==> src/tsh_pkg.sv <==
// ----------------------------------------------------------------------------
// tsh_pkg
// Types and codes shared by the thermostat setpoint/hysteresis block.
// ----------------------------------------------------------------------------
`default_nettype none

package tsh_pkg;

  typedef logic signed [11:0] tenths_t;   // temperature / setpoint, 0.1 degree
  typedef logic        [8:0]  band_t;     // hysteresis half band
  typedef logic        [7:0]  angle_t;    // actuator angle, degrees
  typedef logic        [3:0]  key_t;      // keypad event code
  typedef logic        [3:0]  count_t;    // digits held
  typedef logic        [13:0] entry_t;    // digit accumulator, whole degrees
  typedef logic        [2:0]  cfg_idx_t;  // register index
  typedef logic        [11:0] cfg_data_t; // widest register

  // operation codes
  localparam logic OP_TEMP = 1'b0;
  localparam logic OP_KEY  = 1'b1;

  // keypad codes
  localparam key_t KEY_D0    = 4'd0;
  localparam key_t KEY_D9    = 4'd9;
  localparam key_t KEY_CLEAR = 4'd10;
  localparam key_t KEY_COMMIT= 4'd11;
  localparam key_t KEY_P1    = 4'd12;
  localparam key_t KEY_M1    = 4'd13;
  localparam key_t KEY_P10   = 4'd14;
  localparam key_t KEY_M10   = 4'd15;

  // register indexes
  localparam cfg_idx_t REG_MIN_SP   = 3'd0;
  localparam cfg_idx_t REG_MAX_SP   = 3'd1;
  localparam cfg_idx_t REG_BAND     = 3'd2;
  localparam cfg_idx_t REG_HEAT_ANG = 3'd3;
  localparam cfg_idx_t REG_COOL_ANG = 3'd4;

  // register reset values
  localparam tenths_t RST_MIN_SP   = 12'sd0;
  localparam tenths_t RST_MAX_SP   = 12'sd500;
  localparam band_t   RST_BAND     = 9'd10;
  localparam angle_t  RST_HEAT_ANG = 8'd180;
  localparam angle_t  RST_COOL_ANG = 8'd0;

endpackage

`default_nettype wire

==> src/thermostat_setpoint_hysteresis.sv <==
// ----------------------------------------------------------------------------
// thermostat_setpoint_hysteresis
// On-off thermostat with keypad setpoint entry and a hysteresis band.
// ----------------------------------------------------------------------------
// One item in, one result out. Each item is either a temperature sample
// (operation 0) or a keypad event (operation 1). Items land in an input
// register; a single pass of add, clamp and compare logic then updates the
// setpoint, digit entry and heater state and loads the result register.
// A new item is taken every cycle while the result side is not stalled: the
// input register refills while the result register is unloaded, so the rate
// is set only by out_ready. Configuration registers are written through
// cfg_we/cfg_index/cfg_wdata, by the user only while no item is in flight;
// the block does not enforce this. The setpoint resets to DEFAULT_SETPOINT;
// digit keys beyond MAX_DIGITS are dropped; a commit with no digits does
// nothing; clamping tests the minimum first, then the maximum.
// ----------------------------------------------------------------------------
`default_nettype none

module thermostat_setpoint_hysteresis #(
  parameter int MAX_DIGITS       = 4,
  parameter int DEFAULT_SETPOINT = 220
) (
  input  wire                 clk,
  input  wire                 rst_n,
  // input channel
  input  wire                 in_valid,
  output logic                in_ready,
  input  wire                 in_operation,
  input  tsh_pkg::tenths_t    in_temperature,
  input  tsh_pkg::key_t       in_key_event,
  // result channel
  output logic                out_valid,
  input  wire                 out_ready,
  output tsh_pkg::tenths_t    out_setpoint_now,
  output logic                out_heater_on,
  output tsh_pkg::angle_t     out_actuator_angle,
  output tsh_pkg::count_t     out_digits_held,
  // configuration
  input  wire                 cfg_we,
  input  tsh_pkg::cfg_idx_t   cfg_index,
  input  tsh_pkg::cfg_data_t  cfg_wdata
);
  import tsh_pkg::*;

  // configuration registers
  tenths_t min_sp_r, max_sp_r;
  band_t   band_r;
  angle_t  heat_ang_r, cool_ang_r;

  always_ff @(posedge clk) begin
    if (!rst_n) begin
      min_sp_r   <= RST_MIN_SP;
      max_sp_r   <= RST_MAX_SP;
      band_r     <= RST_BAND;
      heat_ang_r <= RST_HEAT_ANG;
      cool_ang_r <= RST_COOL_ANG;
    end else if (cfg_we) begin
      unique case (cfg_index)
        REG_MIN_SP:   min_sp_r   <= cfg_wdata;
        REG_MAX_SP:   max_sp_r   <= cfg_wdata;
        REG_BAND:     band_r     <= cfg_wdata[8:0];
        REG_HEAT_ANG: heat_ang_r <= cfg_wdata[7:0];
        REG_COOL_ANG: cool_ang_r <= cfg_wdata[7:0];
        default: ;  // unused indexes: no register
      endcase
    end
  end

  // input register
  logic    s1_valid_r;
  logic    s1_op_r;
  tenths_t s1_temp_r;
  key_t    s1_key_r;
  logic    advance;

  assign advance  = s1_valid_r && (!out_valid || out_ready);
  assign in_ready = !s1_valid_r || advance;

  always_ff @(posedge clk) begin
    if (!rst_n) begin
      s1_valid_r <= 1'b0;
    end else if (in_ready) begin
      s1_valid_r <= in_valid;
    end
  end

  always_ff @(posedge clk) begin
    if (in_valid && in_ready) begin
      s1_op_r   <= in_operation;
      s1_temp_r <= in_temperature;
      s1_key_r  <= in_key_event;
    end
  end

  // thermostat state
  tenths_t setpoint_r, setpoint_nxt;
  tenths_t last_temp_r, last_temp_nxt;
  logic    heating_r, heating_nxt;
  entry_t  entry_r, entry_nxt;
  count_t  count_r, count_nxt;

  logic               sp_load;     // key event that rewrites the setpoint
  logic signed [17:0] sp_cand;     // candidate before clamping
  logic        [16:0] entry_x10;   // committed degrees in tenths
  logic signed [13:0] band_s, temp_s, sp_s;

  assign entry_x10 = ({3'b000, entry_r} << 3) + ({3'b000, entry_r} << 1);

  always_comb begin
    last_temp_nxt = last_temp_r;
    entry_nxt     = entry_r;
    count_nxt     = count_r;
    sp_load       = 1'b0;
    sp_cand       = 18'(setpoint_r);

    if (s1_op_r == OP_TEMP) begin
      last_temp_nxt = s1_temp_r;
    end else begin
      unique case (s1_key_r) inside
        [KEY_D0:KEY_D9]: begin
          if (count_r < 4'(MAX_DIGITS)) begin
            entry_nxt = 14'(entry_x10[13:0] + {10'd0, s1_key_r});
            count_nxt = count_r + 4'd1;
          end
        end
        KEY_CLEAR: begin
          entry_nxt = '0;
          count_nxt = '0;
        end
        KEY_COMMIT: begin
          if (count_r != '0) begin
            sp_load   = 1'b1;
            sp_cand   = $signed({1'b0, entry_x10});
            entry_nxt = '0;
            count_nxt = '0;
          end
        end
        KEY_P1: begin
          sp_load = 1'b1;
          sp_cand = 18'(setpoint_r) + 18'sd10;
        end
        KEY_M1: begin
          sp_load = 1'b1;
          sp_cand = 18'(setpoint_r) - 18'sd10;
        end
        KEY_P10: begin
          sp_load = 1'b1;
          sp_cand = 18'(setpoint_r) + 18'sd100;
        end
        KEY_M10: begin
          sp_load = 1'b1;
          sp_cand = 18'(setpoint_r) - 18'sd100;
        end
        default: ;
      endcase
    end

    // clamp: minimum tested first; with crossed limits, below min gives min, else max
    setpoint_nxt = setpoint_r;
    if (sp_load) begin
      if (sp_cand < 18'(min_sp_r)) begin
        setpoint_nxt = min_sp_r;
      end else if (sp_cand > 18'(max_sp_r)) begin
        setpoint_nxt = max_sp_r;
      end else begin
        setpoint_nxt = sp_cand[11:0];
      end
    end

    // hysteresis on the updated temperature and setpoint
    band_s = $signed({5'b00000, band_r});
    temp_s = 14'(last_temp_nxt);
    sp_s   = 14'(setpoint_nxt);
    heating_nxt = heating_r;
    if (temp_s < sp_s - band_s) begin
      heating_nxt = 1'b1;
    end else if (temp_s > sp_s + band_s) begin
      heating_nxt = 1'b0;
    end
  end

  always_ff @(posedge clk) begin
    if (!rst_n) begin
      setpoint_r  <= 12'(DEFAULT_SETPOINT);
      last_temp_r <= '0;
      heating_r   <= 1'b0;
      entry_r     <= '0;
      count_r     <= '0;
    end else if (advance) begin
      setpoint_r  <= setpoint_nxt;
      last_temp_r <= last_temp_nxt;
      heating_r   <= heating_nxt;
      entry_r     <= entry_nxt;
      count_r     <= count_nxt;
    end
  end

  // result register
  logic    out_valid_r;
  tenths_t out_sp_r;
  logic    out_heat_r;
  angle_t  out_ang_r;
  count_t  out_cnt_r;

  always_ff @(posedge clk) begin
    if (!rst_n) begin
      out_valid_r <= 1'b0;
    end else if (advance) begin
      out_valid_r <= 1'b1;
    end else if (out_ready) begin
      out_valid_r <= 1'b0;
    end
  end

  always_ff @(posedge clk) begin
    if (advance) begin
      out_sp_r   <= setpoint_nxt;
      out_heat_r <= heating_nxt;
      out_ang_r  <= heating_nxt ? heat_ang_r : cool_ang_r;
      out_cnt_r  <= count_nxt;
    end
  end

  assign out_valid          = out_valid_r;
  assign out_setpoint_now   = out_sp_r;
  assign out_heater_on      = out_heat_r;
  assign out_actuator_angle = out_ang_r;
  assign out_digits_held    = out_cnt_r;

endmodule

`default_nettype wire

==> config.mk <==
export PLATFORM = sky130hd
export DESIGN_NAME = thermostat_setpoint_hysteresis
export DESIGN_NICKNAME = d
export VERILOG_FILES = /design/src/tsh_pkg.sv /design/src/thermostat_setpoint_hysteresis.sv
export SDC_FILE = /design/constraint.sdc
export NUM_CORES = 1
export LEC_CHECK = 0
export CORE_MARGIN = 2
export CORE_UTILIZATION = 45
export DETAILED_ROUTE_END_ITERATION = 8
export DONT_BUFFER_PORTS = 1
export MAX_ROUTING_LAYER = met4
export PLACE_DENSITY = 0.62
export SETUP_SLACK_MARGIN = 0.05
export SYNTH_ARGS = -nofsm -noshare
export SYNTH_HDL_FRONTEND = slang
export SYNTH_SLANG_ARGS = --single-unit
export TNS_END_PERCENT = 100
==> constraint.sdc <==
create_clock -name clk -period 10.9 [get_ports clk]
set_clock_uncertainty 0.05 [all_clocks]
set_input_delay 2.18 -clock clk [delete_from_list [all_inputs] [get_ports clk]]
set_output_delay 2.18 -clock clk [all_outputs]
set_load 0.03 [all_outputs]
==> impl_metrics.tcl <==
set metrics [dict create \
    outcome "finished clean" \
    worstSetupPathType "reg -> reg" \
    synth_top_area_frac 0.192 \
    grt_pass1_wl_um 41300 \
    drv_cap 0 \
    crit_path_max_fanout 17 \
    hold_viol 0 \
    setup_ws_ps 1850 \
    synth_ff_type "dfxtp_1" \
    relSlewSlack 0.211 \
    portBuffers 0 \
    synth-adder-area-share 0.137 \
    drive_gt1_frac 0.0840 \
    firstDrtPassIters 5 \
    fin_crit_sh 0.831 \
    dpl_cell_area_mm2 0.00996 \
    die_h_um 151 \
    grt_busiest_layer "met2" \
    p_sw_mw 0.448 \
    ys_ff_latch 136 \
    startpoint "setpoint_r[2]$_SDFFE_PN1P_" \
    rsz0062_at_grt "false" \
    synth_cell_types 84 \
    rows 53 \
    cp_top_family "compound AO/OA/AOI/OAI gates" \
    yosys-top-cells-area "dfxtp_1 (19%), ha_1 (13%), edfxtp_1 (13%), nand2_1 (6.5%), a21boi_0 (3.4%)" \
    worstSetupStartpointType "flip-flop" \
    finalSetupTns_ps 0 \
    dieArea_mm2 0.0230 \
    cts_resized 0 \
    synth_edf_count 42 \
    grt_use_met1 0.324 \
    cts_inserted_buffers 17 \
    clkTransAtPathRegs_ps 70 \
    drtIter0Drc 592 \
    setup_viol 0 \
    drc 0 \
    ys_seq_area_frac 0.321 \
    grt_use_total 0.238 \
    antenna_cells 0 \
    register_area_mm2 0.00314 \
    routabilityCongestion 0.950 \
    die_w_um 151 \
    fillers 2008 \
    min-delay-start "last_temp_r[2]$_SDFFE_PN0P_" \
    comb_power_share 0.184 \
    clkLatencyLatePin_ps 440 \
    final_max_slew_viol_count 0 \
    synth_top_family_by_area "compound AO/OA/AOI/OAI gates" \
    grtUsageMet2 0.365 \
    power_density_mw_per_mm2 139 \
    synthSimpleGateAreaFrac 0.182 \
    crit_buf_inv 3 \
    area_growth_syn_to_layout_pct 8.15 \
    hpwl_um 18800 \
    wirelength_um 25800 \
    post-cts-setup-buffers 0 \
    pre_cts_ws_ps 1900 \
    intPower_mw 1.02 \
    multiInputGateArea_mm2 0.00618 \
    ir_drop_uv 85.8 \
    clock-root-buffer "clkbuf_16" \
    fmax_mhz 110 \
    worstPathRequired_ps 11030 \
    postCtsHoldBufs 0 \
    finalInstanceArea_mm2 0.0106 \
    synthCells 1134 \
    antenna_found_initial 0 \
    synthArstFlopShare 0 \
    layout_common_cells "nand2_1 (169), ha_1 (101), dfxtp_1 (94), inv_1 (61), o21ai_0 (58)" \
    yosysWarnings 0 \
    avgViaCountPerCell 5.82 \
    worstMarginPinSlew_ps 1180 \
    wire_per_inst_um 18.5 \
    hold-worst-slack_ps 409 \
    grt_max_degree 98 \
    initial_core_util 0.463 \
    endpoint_kind "flip-flop" \
    synth.avg_cell_area_um2 8.63 \
    syn_nets 1276 \
    synth_mux_area_frac 0.0527 \
    synth_compound_area_frac 0.222 \
    overflow 0 \
    cp.arrival_ps 9190 \
    cts_tree "built" \
    via_count 8118 \
    switching_share 0.305 \
    grt.met3_usage 0.0431 \
    ant_nets 0 \
    seqPwrFrac 0.392 \
    syn-cell-area_mm2 0.00979 \
    cts_buffer_depth 2 \
    nets 1248 \
    htree_levels 4 \
    io_pins 64 \
    core_area_mm2 0.0212 \
    synth_largest_area_cell "dfxtp_1" \
    clockPowerShare 0.423 \
    hp-class "reg -> reg" \
    fin_crit_ps 9050 \
    synth_xor_area_frac 0.0366 \
    p_leak_nw 4.07 \
    final_common_cell "nand2_1" \
    critPathMaxStageDelay_ps 580 \
    grt_pass1_vias 7702 \
    critPathSlowestCell "a21oi_2" \
    timing.rr.start "setpoint_r[2]$_SDFFE_PN1P_" \
    cts_num_sinks 136 \
]
[cell families (layout without fill, tap and decap cells)]
logic type / after synthesis / in the layout
buffers and inverters: 119 / 104
AO/OA/AOI/OAI: 311 / 311
adder cells (fa/ha/maj): 105 / 105
flip-flops: 136 / 136
multiplexers: 48 / 48
XOR/XNOR: 40 / 40
AND/OR/NAND/NOR: 375 / 375
[state kept, by name (all words and copies together), names as in the netlist]
register and count:
out_actuator_angle 8, min_sp_r 12, cool_ang_r 8, s1_op_r 1, out_valid 1, last_temp_r 12
heating_r 1, s1_temp_r 12, max_sp_r 12, setpoint_r 12, out_setpoint_now 12, s1_key_r 4
count_r 4, heat_ang_r 8, out_digits_held 4, band_r 9, entry_r 14, s1_valid_r 1
out_heater_on 1
[Yosys cell counts, types with 7 or more instances]
cell      count
xor2_1       11
nand3_1      25
o21a_1       12
mux2i_1      20
and2_1        9
dfxtp_1      94
nor2b_1      33
a21o_1       16
edfxtp_1     42
o21bai_1     11
nand4_1      14
ha_1        101
o21ai_0      58
mux2_2       28
nor3_1       19
o22ai_1       8
xnor2_1      28
nand2_1     169
a21oi_1      56
nor2_1       56
o211ai_1     15
inv_1        62
a31oi_1       8
o31ai_1       9
a21boi_0     44
clkbuf_1     35
a22oi_1      10
nand2b_1      7
buf_2        15
[per-stage QoR]
stage	utilization	total power, mW	instances
after global routing	0.501	1.53	1394
after floorplan	-	0.793	1134
after CTS	0.501	1.47	1394
final	0.501	1.47	1394
after global placement	0.471	0.852	1362
after detailed placement	0.471	0.855	1362
[worst register-to-register path: cells and delay by family, from the launching register on]
kind,cells,cell delay (ps)
DFF,1,550
AOI/OAI and AO/OA,18,3750
adders and majority gates,5,1320
xor gates and xnor gates,1,90
and+or+nand+nor,8,1560
buffers and inverters,3,330
muxes,4,1160
[routing by layer]
metal,vias up,wire length [um]
li1,4027,-
met1,3831,12400
met2,230,11400
met3,30,1500
met4,0,476
met5,-,0
[layout make-up]
type,count,share of cell area
Clock buffer,18,0.0425
Clock inverter,14,0.0163
Inverter,65,0.0230
Multi-Input combinational cell,879,0.584
Sequential cell,136,0.297
Tap cell,275,0.0325
Timing Repair Buffer,7,0.00496
[path summary, 6_finish.rpt]
| kind | endpoint | slack [ps] | depth (start not counted) |
|---|---|---|---|
| worst max-delay path | out_actuator_angle[0]$_DFFE_PP_ | 1850 | 39 |
| worst min-delay path | last_temp_r[2]$_SDFFE_PN0P_ | 410 | 2 |
| worst max register to register | out_actuator_angle[0]$_DFFE_PP_ | 1850 | 39 |
| worst min register to register | last_temp_r[2]$_SDFFE_PN0P_ | 410 | 2 |
[power by group through the flow]
stage	Clock, mW	Combinational [mW]	Sequential (mW)
floorplan	0	0.214	0.579
detailed placement	0	0.268	0.586
global placement	0	0.265	0.587
finish	0.621	0.270	0.576
global route	0.649	0.301	0.578
CTS	0.628	0.269	0.576
Power figures use the tool's default switching activity.
